**src/hdl/pbmr_ram.sv**
```systemverilog
// Generic simple dual-port RAM (separate write and read addresses) with registered read.
module pbmr_ram #(
   parameter int WIDTH = 8,
   parameter int DEPTH = 16
) (
   input  logic                     clock,
   input  logic                     wr_en,
   input  logic [$clog2(DEPTH)-1:0] wr_addr,
   input  logic [WIDTH-1:0]         wr_data,
   input  logic [$clog2(DEPTH)-1:0] rd_addr,
   output logic [WIDTH-1:0]         rd_data
);
   logic [WIDTH-1:0] mem [DEPTH];

   always_ff @(posedge clock) begin
      if (wr_en) begin
         mem[wr_addr] <= wr_data;
      end
      rd_data <= mem[rd_addr];
   end
endmodule

```
**config.mk**
```make
export PLATFORM = sky130hd
export DESIGN_NAME = pbmr_ram
export DESIGN_NICKNAME = d
export VERILOG_FILES = /design/src/hdl/pbmr_ram.sv
export SDC_FILE = /design/constraint.sdc
export NUM_CORES = 1
export LEC_CHECK = 0
export ABC_AREA = 1
export BUFFER_PORTS_ARGS = -buffer_cell sky130_fd_sc_hd__buf_2
export CAP_MARGIN = 20
export CORE_ASPECT_RATIO = 1.75
export CORE_MARGIN = 10
export CORE_UTILIZATION = 40
export DETAILED_ROUTE_END_ITERATION = 10
export SLEW_MARGIN = 0
export SYNTH_ARGS = -nofsm -noshare
export SYNTH_HDL_FRONTEND = slang
export SYNTH_SLANG_ARGS = --single-unit
```
**constraint.sdc**
```tcl
create_clock -name clock -period 1.35 [get_ports clock]
set_input_delay 0.27 -clock clock [delete_from_list [all_inputs] [get_ports clock]]
set_output_delay 0.27 -clock clock [all_outputs]
set_load 0.05 [all_outputs]
```
Word-level counts from Yosys, hierarchy flattened
Memories as Yosys holds them, arrays and structs flattened. A register that Yosys moved wholly into a read port is not among the register bits. Cells that the tools add are included.

Equality and inequality tests: 0. Reductions and logical operators: 0. Bitwise logic cells: 0. Multipliers: 0. Shift-type cells: 0. Div/mod/pow operators: 0. Add/sub/neg operators: 0. Muxes and demuxes: 2. $lt $le $gt $ge: 0.

Operators with widths (number): $mux W1 (2).

ROM bits: 0. Bits in registers: 0. Bits of input ports: 18. RAM bits: 128. Latch bits: 0. Memories: 1. Output and inout bits: 8.

Memories: mem (words 16, bits a word 8, rd ports 1, clocked after memory_dff 1, write ports 1, line 13) `logic [WIDTH-1:0] mem [DEPTH];`.

Logic depth before layout (Yosys ltp)
Word-level depth: 2. Depth in mapped cells: 8. Depth with buffers taken out: 7.

Worst setup path before layout
No wires, ideal clock.

Kind: input-to-reg. From: input port wr_addr[2]. To: memory mem[10][0] (enable). Arrival time: 851 ps. Stages on the path: 2. Slack: 129 ps. Setup time: 370 ps. Path buffers: 0. Cells stage by stage: nand3b_1 nor2_1.

RTL lines: start, declared (line 8) `input logic [$clog2(DEPTH)-1:0] wr_addr,`; end, declared (line 13).

Straight into the memory's write port.

Worst setup path after layout
From: register rd_data[5], read port of mem. To: output port rd_data[5].

RTL lines: start, declared (line 11) `output logic [WIDTH-1:0] rd_data`.

No word-level cell between the ends.

==> results.sh <==
export IMPL_crit_type="reg2out"
export IMPL_die_y_um=179
export IMPL_cts_root_buf="clkbuf_16"
export IMPL_dp_cells=759
export IMPL_synthesis_area_um2=5770
export IMPL_post_layout_nonfiller_instances=789
export IMPL_powerDensity_nw_per_um2=1470
export IMPL_yosysWarnings=0
export IMPL_path_max_fanout=1
export IMPL_finalCritPeriodShare_pct=95.9
export IMPL_clk_latency_ns=0.41
export IMPL_cts_buffer_depth=2
export IMPL_place_hpwl_um=9010
export IMPL_synth_yosys_seq_area_share_pct=69.4
export IMPL_drive_gt1_share_pct=13.6
export IMPL_drt_total_wl_um=13200
export IMPL_holdWs_ns=0.220
export IMPL_syn_avg_cell_area_um2=10.5
export IMPL_postCtsResizedCells=1
export IMPL_coreArea_um2=14300
export IMPL_drv_slew=0
export IMPL_syn_inst=551
export IMPL_grt_setup_unrepaired="false"
export IMPL_path_cells="buf_2"
export IMPL_drtAntennaViolNets=0
export IMPL_die_w_um=111
export IMPL_viasPerCell=4.83
export IMPL_tns_ns=0
export IMPL_cts_sink_count=136
export IMPL_synth_seq_cells=136
export IMPL_hold_violations=0
export IMPL_cts_buffers_inserted=17
export IMPL_fin_total_pwr_mw=9.97
export IMPL_hold_buffers=0
export IMPL_vias=3812
export IMPL_cp_start_kind="register"
export IMPL_cp_slowest_cell="dfxtp_1"
export IMPL_p_leak_nw=2.97
export IMPL_postCtsSetupBuffers=0
export IMPL_max_freq_ghz=0.773
export IMPL_synth_nets=569
export IMPL_antenna_found_initial=0
export IMPL_gp_congestion=0.868
export IMPL_rows=58
export IMPL_grt_pass1_vias=3814
export IMPL_min_period_ns=1.29
export IMPL_pin_count=26
export IMPL_drc_errors=0
export IMPL_crit_family="flip-flops"
export IMPL_htreeDepth=4
export IMPL_grt_overflow=0
export IMPL_die_area_um2=19800
export IMPL_worst_endpoint_required_ns=1.08
export IMPL_skew_ns=0.00990
export IMPL_status="complete, no violations"
export IMPL_cp_arrival_ns=1.02
export IMPL_synth_cell_type_count=12
export IMPL_tritoncts="built"
export IMPL_slew_headroom_pct=73.4
export IMPL_crit_buf_inv=1
export IMPL_slowest_delay_ns=0.34
export IMPL_nets=616
export IMPL_finalSetupViolCount=0
export IMPL_initial_core_util_pct=40.3
export IMPL_drt_iter0_markers=267
export IMPL_wl_per_cell_um=16.7
export IMPL_worstMarginPinSlew_ns=0.398
export IMPL_area_growth_pct=17.9
export IMPL_diodes=0
export IMPL_grt_usage_pct=13.6
export IMPL_post_route_util_pct=47.6
export IMPL_cts_clk_slew_worst_paths_ns=0.06
export IMPL_grt_pass1_wl_um=20500
export IMPL_drt_first_pass_iters=5
export IMPL_min_path_type="in2reg"
export IMPL_ir_worst_vdd_v=0.000704
export IMPL_grt_max_degree=43
export IMPL_numPortBuffers=25
export IMPL_max_cap_violations=0
export IMPL_end_kind="output pin"
[sequential cells by signal, indices dropped and copies added, names as in the netlist]
signal and count:
rd_data 8, mem 128
[path summary, 6_finish.rpt]
path	startpoint	endpoint	slack, ns	cells past startpoint
setup reg to reg	mem[9][6]	rd_data[6]	0.34	6
hold / removal	rd_addr[3]	rd_data[7]	0.22	3
hold reg to reg	mem[9][0]	rd_data[0]	0.70	6
setup / recovery	rd_data[5]	rd_data[5]	0.06	1
[synthesized netlist by cell type]
cell type / count / area (um^2)
nand3b_1: 2 / 15.0
buf_4: 4 / 30.0
inv_2: 2 / 7.51
buf_6: 6 / 67.6
buf_2: 13 / 65.1
buf_1: 1 / 3.75
nor2_1: 17 / 63.8
dfxtp_1: 8 / 160
nand3_1: 97 / 485
inv_1: 100 / 375
nand2_1: 173 / 649
edfxtp_1: 128 / 3840
[power breakdown]
group          internal [mW]  switching, mW  total, mW
logic                  0.195          0.506      0.701
clock network           2.87           1.65       4.52
registers               4.72         0.0278       4.75
total                   7.79           2.18       9.97
[routing by layer]
layer / vias to the layer above / global-route usage, % / wire, um
li1: 1863 / - / -
met1: 1824 / 13.7 / 4820
met2: 105 / 25.7 / 7410
met3: 20 / 2.71 / 514
met4: 0 / 7.30 / 407
met5: - / 0 / 0
[metrics by stage]
step	worst slack (ns)	area, um^2
3_3_place_gp	0.000863	6220
6_report	0.0559	6800
2_1_floorplan	0.129	5770
4_1_cts	0.0187	6800
3_5_place_dp	-0.0166	6220
5_1_grt	0.00990	6800
[cells in the final DEF (no fill, tap or decap), drive strengths merged]
cell type	instances
buf	52
bufinv	3
clkbuf	17
clkinv	8
clkinvlp	1
dfxtp	8
edfxtp	128
inv	103
nand2	173
nand3	97
nand3b	2
nor2	17
[cell type report]
type	instances	area, um^2
Clock buffer	17	425
Inverter	102	383
Timing Repair Buffer	52	393
Clock inverter	13	156
Tap cell	180	225
Sequential cell	136	4000
Fill cell	1252	7500
Multi-Input combinational cell	289	1210
[cells by family after synthesis]
family,count (synthesis),synth area share [%]
flops,136,69.4
simple gates,289,21.0
buf+inv,126,9.52
No activity file was read; power rests on OpenSTA's default activity.
